$ cat config.mk
export PLATFORM = sky130hd
export DESIGN_NAME = pid_with_deadband_and_clamps
export DESIGN_NICKNAME = d
export VERILOG_FILES = /design/src/hw/rtl/pid_pkg.sv /design/src/hw/rtl/pid_with_deadband_and_clamps.sv
export SDC_FILE = /design/constraint.sdc
export NUM_CORES = 2
export LEC_CHECK = 0
export BUFFER_PORTS_ARGS = -buffer_cell sky130_fd_sc_hd__buf_2
export CAP_MARGIN = 20
export CORE_UTILIZATION = 45
export CTS_CLUSTER_SIZE = 20
export DETAILED_ROUTE_END_ITERATION = 12
export PLACE_DENSITY = 0.67
export SLEW_MARGIN = 20
export SYNTH_ARGS = -nofsm -noshare
export SYNTH_HDL_FRONTEND = slang
export SYNTH_SLANG_ARGS = --single-unit
$ cat constraint.sdc
create_clock -name clk -period 20.7 [get_ports clk]
set_input_delay 1.035 -clock clk [delete_from_list [all_inputs] [get_ports clk]]
set_output_delay 1.035 -clock clk [all_outputs]
set_load 0.02 [all_outputs]
$ cat src/hw/rtl/pid_pkg.sv
package pid_pkg;

	// Fixed-point position of the gains and of every Q value
	localparam int FRAC_BITS = 16;

	// Field widths
	localparam int MeasW    = 16;
	localparam int TargetW  = 16;
	localparam int GainW    = 24;
	localparam int BandW    = 16;
	localparam int LimW     = 15;
	localparam int DriveW   = 32;
	localparam int ErrW     = MeasW + 1;
	localparam int PrevW    = 18;
	localparam int MagW     = ErrW;
	localparam int PropW    = GainW + 1 + ErrW;
	localparam int DerivW   = GainW + 1 + PrevW;
	localparam int IntSumW  = PropW + 1;
	localparam int TotW     = DerivW + 2;
	localparam int ScaleW   = 48;

	// Configuration port
	localparam int CfgIdxW  = 3;
	localparam int CfgDataW = GainW;

	localparam logic [CfgIdxW-1:0] REG_TARGET    = 3'd0;
	localparam logic [CfgIdxW-1:0] REG_GAIN_P    = 3'd1;
	localparam logic [CfgIdxW-1:0] REG_GAIN_I    = 3'd2;
	localparam logic [CfgIdxW-1:0] REG_GAIN_D    = 3'd3;
	localparam logic [CfgIdxW-1:0] REG_DEAD_BAND = 3'd4;
	localparam logic [CfgIdxW-1:0] REG_INT_LIMIT = 3'd5;
	localparam logic [CfgIdxW-1:0] REG_OUT_LIMIT = 3'd6;

	typedef logic signed [DriveW-1:0] drive_t;
	typedef logic signed [TotW-1:0]   wide_t;

	localparam logic [ScaleW-1:0] DRIVE_MAX_W = ScaleW'(32'h7FFF_FFFF);
	localparam drive_t            DRIVE_MAX   = 32'sh7FFF_FFFF;

	// Scale an integer limit into Q form, saturating at the largest drive value
	function automatic drive_t scaled_limit(input logic [LimW-1:0] lim);
		logic [ScaleW-1:0] s;
		s = {{(ScaleW-LimW){1'b0}}, lim} << FRAC_BITS;
		if (s > DRIVE_MAX_W)
			return DRIVE_MAX;
		return drive_t'(s[DriveW-1:0]);
	endfunction

	// Symmetric clamp to plus or minus a non-negative limit
	function automatic drive_t clamp_sym(input wide_t v, input drive_t lim);
		wide_t hi;
		wide_t lo;
		hi = TotW'(lim);
		lo = -hi;
		if (v > hi)
			return lim;
		if (v < lo)
			return -lim;
		return drive_t'(v[DriveW-1:0]);
	endfunction

endpackage

$ cat src/hw/rtl/pid_with_deadband_and_clamps.sv
// Path: the sample is registered in the input register at its transfer, and the single PID pass
//   fills the result register from it whenever that register is empty or being taken.
// Throughput: one item per cycle without stalls; the pass and controller state update together.
// Reset: arst_n clears all configuration registers, the previous error, the integral,
//   the held output and every valid flag asynchronously.
module pid_with_deadband_and_clamps (
	input  logic                                clk,
	input  logic                                arst_n,
	// configuration write port
	input  logic                                cfg_write,
	input  logic [pid_pkg::CfgIdxW-1:0]         cfg_index,
	input  logic [pid_pkg::CfgDataW-1:0]        cfg_data,
	// sample channel
	input  logic                                in_valid,
	output logic                                in_stall,
	input  logic signed [pid_pkg::MeasW-1:0]    measured_value,
	// result channel
	output logic                                out_valid,
	input  logic                                out_stall,
	output logic signed [pid_pkg::DriveW-1:0]   drive_value,
	output logic                                held_in_band
);

	// Configuration registers
	logic signed [pid_pkg::TargetW-1:0] target_q;
	logic [pid_pkg::GainW-1:0]          gain_p_q;
	logic [pid_pkg::GainW-1:0]          gain_i_q;
	logic [pid_pkg::GainW-1:0]          gain_d_q;
	logic [pid_pkg::BandW-1:0]          band_q;
	logic [pid_pkg::LimW-1:0]           int_lim_q;
	logic [pid_pkg::LimW-1:0]           out_lim_q;

	// Input register
	logic                               valid_s1;
	logic signed [pid_pkg::MeasW-1:0]   meas_s1;

	// Controller state; drive_q doubles as the held output and the result payload
	logic signed [pid_pkg::PrevW-1:0]   prev_q;
	pid_pkg::drive_t                    integ_q;
	pid_pkg::drive_t                    drive_q;
	logic                               held_q;
	logic                               out_valid_q;

	logic                               advance;

	// Datapath signals
	logic signed [pid_pkg::ErrW-1:0]    err;
	logic [pid_pkg::MagW-1:0]           mag;
	logic                               out_band;
	logic signed [pid_pkg::PrevW-1:0]   diff;
	logic signed [pid_pkg::GainW:0]     gp_s;
	logic signed [pid_pkg::GainW:0]     gi_s;
	logic signed [pid_pkg::GainW:0]     gd_s;
	logic signed [pid_pkg::PropW-1:0]   p_term;
	logic signed [pid_pkg::PropW-1:0]   i_prod;
	logic signed [pid_pkg::DerivW-1:0]  d_term;
	logic signed [pid_pkg::IntSumW-1:0] i_raw;
	pid_pkg::drive_t                    i_lim;
	pid_pkg::drive_t                    o_lim;
	pid_pkg::drive_t                    i_new;
	pid_pkg::wide_t                     total;
	pid_pkg::drive_t                    drive_new;

	// Configuration decode; writes beyond the register list are dropped
	always_ff @(posedge clk or negedge arst_n) begin
		if (!arst_n) begin
			target_q  <= '0;
			gain_p_q  <= '0;
			gain_i_q  <= '0;
			gain_d_q  <= '0;
			band_q    <= '0;
			int_lim_q <= '0;
			out_lim_q <= '0;
		end else if (cfg_write) begin
			unique case (cfg_index)
				pid_pkg::REG_TARGET:    target_q  <= cfg_data[pid_pkg::TargetW-1:0];
				pid_pkg::REG_GAIN_P:    gain_p_q  <= cfg_data[pid_pkg::GainW-1:0];
				pid_pkg::REG_GAIN_I:    gain_i_q  <= cfg_data[pid_pkg::GainW-1:0];
				pid_pkg::REG_GAIN_D:    gain_d_q  <= cfg_data[pid_pkg::GainW-1:0];
				pid_pkg::REG_DEAD_BAND: band_q    <= cfg_data[pid_pkg::BandW-1:0];
				pid_pkg::REG_INT_LIMIT: int_lim_q <= cfg_data[pid_pkg::LimW-1:0];
				pid_pkg::REG_OUT_LIMIT: out_lim_q <= cfg_data[pid_pkg::LimW-1:0];
				default: ;
			endcase
		end
	end

	// The pass advances whenever the result register is empty or being taken,
	// so a finished result never blocks the next sample for more than its stall.
	assign advance  = !out_valid_q || !out_stall;
	assign in_stall = valid_s1 && !advance;

	// Hold the sample until the pass takes it
	always_ff @(posedge clk or negedge arst_n) begin
		if (!arst_n) begin
			valid_s1 <= 1'b0;
		end else if (!in_stall) begin
			valid_s1 <= in_valid;
		end
	end

	always_ff @(posedge clk) begin
		if (!in_stall && in_valid) begin
			meas_s1 <= measured_value;
		end
	end

	// Error is exact: 17 bits cover every setpoint minus measurement
	assign err      = pid_pkg::ErrW'(target_q) - pid_pkg::ErrW'(meas_s1);
	assign mag      = err[pid_pkg::ErrW-1] ? pid_pkg::MagW'(-err) : pid_pkg::MagW'(err);
	assign out_band = mag > pid_pkg::MagW'(band_q);
	assign diff     = pid_pkg::PrevW'(err) - prev_q;

	// Gains are unsigned; widen by one zero bit for signed products
	assign gp_s   = {1'b0, gain_p_q};
	assign gi_s   = {1'b0, gain_i_q};
	assign gd_s   = {1'b0, gain_d_q};

	// Three independent multiplies, then integral clamp, sum and output clamp
	assign p_term = gp_s * err;
	assign i_prod = gi_s * err;
	assign d_term = gd_s * diff;

	assign i_raw  = pid_pkg::IntSumW'(integ_q) + pid_pkg::IntSumW'(i_prod);
	assign i_lim  = pid_pkg::scaled_limit(int_lim_q);
	assign o_lim  = pid_pkg::scaled_limit(out_lim_q);
	assign i_new  = pid_pkg::clamp_sym(pid_pkg::TotW'(i_raw), i_lim);

	assign total     = pid_pkg::TotW'(p_term) + pid_pkg::TotW'(i_new)
	                 + pid_pkg::TotW'(d_term);
	assign drive_new = pid_pkg::clamp_sym(total, o_lim);

	// State update and result register. The previous error is always replaced;
	// integral and held output move only outside the dead band.
	always_ff @(posedge clk or negedge arst_n) begin
		if (!arst_n) begin
			prev_q      <= '0;
			integ_q     <= '0;
			drive_q     <= '0;
			held_q      <= 1'b0;
			out_valid_q <= 1'b0;
		end else if (advance) begin
			out_valid_q <= valid_s1;
			if (valid_s1) begin
				prev_q <= pid_pkg::PrevW'(err);
				held_q <= !out_band;
				if (out_band) begin
					integ_q <= i_new;
					drive_q <= drive_new;
				end
			end
		end
	end

	assign out_valid    = out_valid_q;
	assign drive_value  = drive_q;
	assign held_in_band = held_q;

endmodule

== Yosys cells after proc, flatten, opt, wreduce, memory -nomap -nowiden ==
Cells that the tools add are included.

* Output and inout bits: 35
* Register bits after elaboration: 234
* Input port bits: 48

* Eq/ne operators: 6
* $add $sub $neg: 10
* Magnitude comparators: 7
* Multiply operators: 3
* Reductions and logical operators: 18
* Mux-type cells: 21

{| class="wikitable"
|+ Operator list
! cell !! count
|-
| two-way mux 32 bit || 12
|-
| negation 32 -> 45 bit || 2
|-
| multiplier 25 x 17 -> 42 bit || 2
|-
| negation 32 bit || 2
|-
| > comparator 31 bit (second input constant) || 2
|-
| < comparator 43 x 45 -> 1 bit || 1
|-
| < comparator 44 x 45 -> 1 bit || 1
|-
| adder 43 x 43 -> 44 bit || 1
|-
| > comparator 44 x 32 -> 1 bit || 1
|-
| adder 32 x 42 -> 43 bit || 1
|-
| adder 42 x 32 -> 43 bit || 1
|-
| > comparator 43 x 32 -> 1 bit || 1
|-
| multiplier 25 x 18 -> 43 bit || 1
|-
| subtractor 17 x 17 -> 18 bit || 1
|-
| > comparator 17 x 16 -> 1 bit || 1
|-
| two-way mux 17 bit || 1
|-
| negation 17 bit || 1
|-
| subtractor 16 x 16 -> 17 bit || 1
|-
| AND reduction 2 bit || 8
|-
| == test 3 bit (second input constant) || 3
|-
| two-way mux 1 bit || 8
|-
| == test 3 x 2 -> 1 bit (second input constant) || 2
|-
| logical NOT 1 bit || 5
|-
| == test 3 x 1 -> 1 bit (second input constant) || 1
|-
| other kinds (4) || 5
|}

== Logic depth before layout (Yosys ltp) ==
* Depth in word-level cells: 16
* Depth in mapped cells: 91
* Mapped depth without buffers: 88

== Worst setup path before layout ==
No wires, ideal clock.

* Path kind: register -> register
* From: reg meas_s1[0] (netlist bit)
* To: reg drive_q[23], in the netlist drive_value[23]
* Path slack: 1390 ps
* Cell stages (with the launch flop): 83
* Arrival: 19239 ps
* Period minus slack after synthesis: 19310 ps
* Data required time: 20629 ps
* Path buffers: 2
* Library setup time: 71 ps
* Path through: edfxtp_1 > ha_1 > fa_1 > nor2b_1 > o21ai_0 > nand2b_1 > nand2_1 > a21boi_1 > o211ai_1 > a31oi_1 > nand4_1 > a31o_2 > inv_2 > buf_1 > nor2_1 > fa_1 > fa_1 > fa_1 > [... 47 more ...] > nand4_1 > nand4_1 > a21oi_1 > xnor2_1 > ha_1 > nand4bb_1 > nor3_1 > nand3_1 > or4_1 > nor3_1 > and3_1 > a31oi_1 > nor3_1 > nand3_1 > o31a_4 > or3_4 > or3b_1 > nand4_1

* Longest elaborated chain between the ends: 15
* Elaborated cells on any way between the ends: 28
* Those cells by class: 6 x add/sub; 3 x mul; 5 x order compare; 13 x mux; 1 x reduce/logical

{| class="wikitable"
|+ Ends and longest elaborated chain
! what !! RTL line !! text
|-
| start: declaration || pid_with_deadband_and_clamps.sv:35 || <nowiki>logic signed [pid_pkg::MeasW-1:0] meas_s1;</nowiki>
|-
| start signal: assignment || pid_with_deadband_and_clamps.sv:104 || <nowiki>meas_s1 <= measured_value;</nowiki>
|-
| subtractor 16 x 16 -> 17 bit * || pid_with_deadband_and_clamps.sv:109 || <nowiki>assign err = pid_pkg::ErrW'(target_q) - pid_pkg::ErrW'(meas_s1);</nowiki>
|-
| multiplier 25 x 17 -> 42 bit || pid_with_deadband_and_clamps.sv:121 || <nowiki>assign i_prod = gi_s * err;</nowiki>
|-
| adder 32 x 42 -> 43 bit || pid_with_deadband_and_clamps.sv:124 || <nowiki>assign i_raw = pid_pkg::IntSumW'(integ_q) + pid_pkg::IntSumW'(i_prod);</nowiki>
|-
| < comparator 43 x 45 -> 1 bit || pid_pkg.sv:57 || <nowiki>if (v < lo)</nowiki>
|-
| two-way mux 1 bit (2 in a row) || pid_pkg.sv:57 ||
|-
| two-way mux 32 bit || pid_pkg.sv:59 || <nowiki>return drive_t'(v[DriveW-1:0]);</nowiki>
|-
| two-way mux 32 bit || pid_pkg.sv:57 ||
|-
| adder 42 x 32 -> 43 bit || pid_with_deadband_and_clamps.sv:129 || <nowiki>assign total = pid_pkg::TotW'(p_term) + pid_pkg::TotW'(i_new)</nowiki>
|-
| adder 43 x 43 -> 44 bit || pid_with_deadband_and_clamps.sv:130 || <nowiki>+ pid_pkg::TotW'(d_term);</nowiki>
|-
| < comparator 44 x 45 -> 1 bit || pid_pkg.sv:57 ||
|-
| two-way mux 1 bit (2 in a row) || pid_pkg.sv:57 ||
|-
| two-way mux 32 bit || pid_pkg.sv:59 ||
|-
| two-way mux 32 bit || pid_pkg.sv:57 ||
|-
| end signal: assignment || pid_with_deadband_and_clamps.sv:149 || <nowiki>drive_q <= drive_new;</nowiki>
|-
| end: declaration || pid_with_deadband_and_clamps.sv:40 || <nowiki>pid_pkg::drive_t drive_q;</nowiki>
|}

Mark *: on every way between the ends. The rest lies on a longest branch, timed or not. The select of a mux whose other input is x is not followed.
A chain may end at the register's enable or synchronous reset.

== Worst setup path in the final report ==
* From: reg meas_s1[1] (netlist bit)
* To: reg drive_q[23], in the netlist drive_value[23]

Same word-level chain as after synthesis.

==> flow_metrics.py <==
metrics = {
    "outcome": {
        "run_status": "finished clean",
    },
    "die": {
        "die_x_um": 363,
        "dieArea_um2": 132000,
        "rows": 132,
        "num_io_pins": 83,
        "die_y_um": 363,
        "fp.coreArea_um2": 129000,
        "initial_core_util": 0.453,
    },
    "drt": {
        "vias": 45000,
        "first_pass_iters": 6,
        "drtIter0Drc": 3299,
        "totalWireLength_um": 178000,
        "vias_per_cell": 5.36,
        "drc_errors": 0,
        "antenna_left": 0,
        "wire_per_inst_um": 21.3,
    },
    "yosys": {
        "yosysSeqAreaShare": 0.101,
        "synth_cell_types": 104,
        "syn_avg_cell_area_um2": 8.91,
        "synth_area_um2": 58700,
        "synthFlopType": "dfrtp_1",
        "yosys_register_bits": 234,
        "synth_edf_count": 16,
        "synth_fp_nets": 8312,
        "yosys_warnings": 0,
        "async_reset_ff_frac": 0.932,
        "synthCells": 6586,
    },
    "worst_setup_path": {
        "cp_common_cell": "fa_1",
        "crit_cells": 82,
        "r2r-end": "drive_value[23]",
        "cpPeakStageDelay_ns": 0.56,
        "critPathRequiredTime_ns": 21.23,
        "worst-path-buf-inv": 12,
        "end_kind": "register",
        "cp-start-kind": "register",
        "rr_worst_depth": 82,
        "endpoint": "drive_value[23]",
        "slowest_stage": "fa_1",
        "path_max_fanout": 7,
        "critical_path.top_delay_family": "adder cells",
        "critical_path_class": "reg -> reg",
        "cp.arrival_ns": 20.48,
        "reg2reg_slack_ns": 0.75,
        "r2r_start": "meas_s1[1]",
        "startpoint": "meas_s1[1]",
    },
    "final_layout": {
        "final_area_um2": 64000,
        "fin_cells": 8393,
        "layout-drive-gt1-share": 0.0994,
        "syn_to_final_growth_pct": 9.03,
        "nets": 8350,
    },
    "clock_tree": {
        "cts_sinks": 234,
        "clock_path_buffers": 3,
        "cts-buffers-inserted": 29,
        "clk_latency_ns": 0.61,
        "htreeDepth": 1,
        "cts.reportedPaths.clkPinSlew_ns": 0.06,
        "clockRootBuffer": "clkbuf_16",
        "cts_tree": "done",
    },
    "sta": {
        "final_hold_viol_count": 0,
        "min_period_ns": 19.95,
        "max-slew-margin-rel": 0.270,
        "fin_skew_ns": 0.0170,
        "setup_slack_ns": 0.752,
        "holdWs_ns": 0.396,
        "final_max_slew_viol_count": 0,
        "max_clock_freq_ghz": 0.0501,
        "worst_slew_pin_slew_ns": 1.10,
        "layout_worst_path_cycle_share": 0.964,
        "setup_viol": 0,
    },
    "place": {
        "gp_congestion": 0.982,
        "dp_cells": 8284,
        "dp.final_hpwl_um": 146000,
        "dpl_cell_area_um2": 61800,
        "io_buffers": 82,
        "place_ws_ns": -0.0198,
    },
    "grt": {
        "grt_antenna_before_repair": 7,
        "grt_pass1_vias": 47700,
        "grt_start_max_net_pins": 90,
        "overflow": 0,
        "grt_pass1_wl_um": 281000,
        "grt.total_usage": 0.279,
    },
    "min_path": {
        "hold_path_class": "in -> async",
    },
    "flow_run": {
        "cap_violations": 0,
    },
}
[cells in the final DEF (no fill, tap or decap), drive strengths merged, types with 88 or more instances in the layout]
cell type,count
inv,1692
dfrtp,218
nor2,173
and2,340
ha,498
nand2,865
o21ai,138
a21oi,138
buf,310
mux2,132
nor2b,88
nand2b,122
fa,1180
xnor2,91
[cell type report]
class	instances	area, µm²
clock buffers	37	756
diodes	4	10.0
inverters	1689	6350
repair buffers	313	2420
clock inverters	17	184
flip-flops and latches	234	5940
multi-input cells	4356	46100
fillers	12200	65500
repair inverters	1	7.51
well taps	1742	2180
[sequential cells by signal, summed over array words and instances, names as in the netlist, 15 cells and up]
register and cells:
target_q 16, drive_value 32, int_lim_q 15, band_q 16, integ_q 32, gain_d_q 24, prev_q 17, meas_s1 16
gain_p_q 24, gain_i_q 24, out_lim_q 15
[how the worst min path moves through the flow]
| stage | from | endpoint | slack, ns | cells past startpoint |
|---|---|---|---|---|
| global placement | integ_q[0] | integ_q[0] | 0.46 | 2 |
| finish | arst_n | target_q[7] | 0.40 | 1 |
| global route | arst_n | target_q[7] | 0.46 | 1 |
| CTS | arst_n | target_q[7] | 0.47 | 1 |
| floorplan | integ_q[0] | integ_q[0] | 0.45 | 2 |
| detailed placement | integ_q[0] | integ_q[0] | 0.47 | 2 |
[per-layer routing]
layer,vias to the layer above,share of wire,track usage
li1,19700,-,-
met1,23200,0.41,0.378
met2,1753,0.46,0.446
met3,357,0.079,0.0419
met4,0,0.052,0.122
met5,-,0,0
[logic make-up after synthesis]
kind of cell / after synthesis / synth area share
AOI/OAI and AO/OA: 564 / 0.0645
xor gates and xnor gates: 127 / 0.0190
adders and majority gates: 1678 / 0.509
buffers and inverters: 1996 / 0.128
DFF: 234 / 0.101
muxes: 139 / 0.0265
and+or+nand+nor: 1848 / 0.152
[per-stage QoR]
step	utilization	setup TNS [ns]
after floorplan	-	0
after global placement	0.477	0
after detailed placement	0.477	-0.0198
after CTS	0.485	0
after global routing	0.494	-2.28
final	0.494	0
[repair_timing]
action / CTS / global route
setup endpoints to repair: 27 / 32
hold buffers: 0 / 0
cloned: 0 / 4
pin swaps: 0 / 74
buffers inserted: 0 / 45
gates resized for setup: 3 / 138
[synth_stat cells, drive strengths merged (16+ instances only)]
| library cell | count | area share |
|---|---|---|
| xor2 | 36 | 0.0054 |
| nand4 | 27 | 0.0029 |
| a21o | 39 | 0.0050 |
| ha | 498 | 0.11 |
| o21a | 36 | 0.0046 |
| nor2b | 88 | 0.0094 |
| edfxtp | 16 | 0.0082 |
| and2 | 340 | 0.036 |
| and3 | 18 | 0.0019 |
| nand2 | 865 | 0.055 |
| a31oi | 31 | 0.0039 |
| nor4 | 16 | 0.0017 |
| inv | 1688 | 0.11 |
| mux2 | 132 | 0.025 |
| nor3 | 50 | 0.0043 |
| xnor2 | 91 | 0.014 |
| nor2 | 173 | 0.011 |
| dfrtp | 218 | 0.093 |
| or2 | 27 | 0.0029 |
| a211oi | 23 | 0.0031 |
| o21ai | 138 | 0.012 |
| nand2b | 122 | 0.013 |
| o211ai | 18 | 0.0026 |
| buf | 43 | 0.0030 |
| clkbuf | 264 | 0.017 |
| fa | 1180 | 0.40 |
| nand3 | 68 | 0.0058 |
| a21oi | 138 | 0.012 |
Power is not shown: default switching activity piles up to over one toggle a cycle in this logic, so the estimate is an artifact.
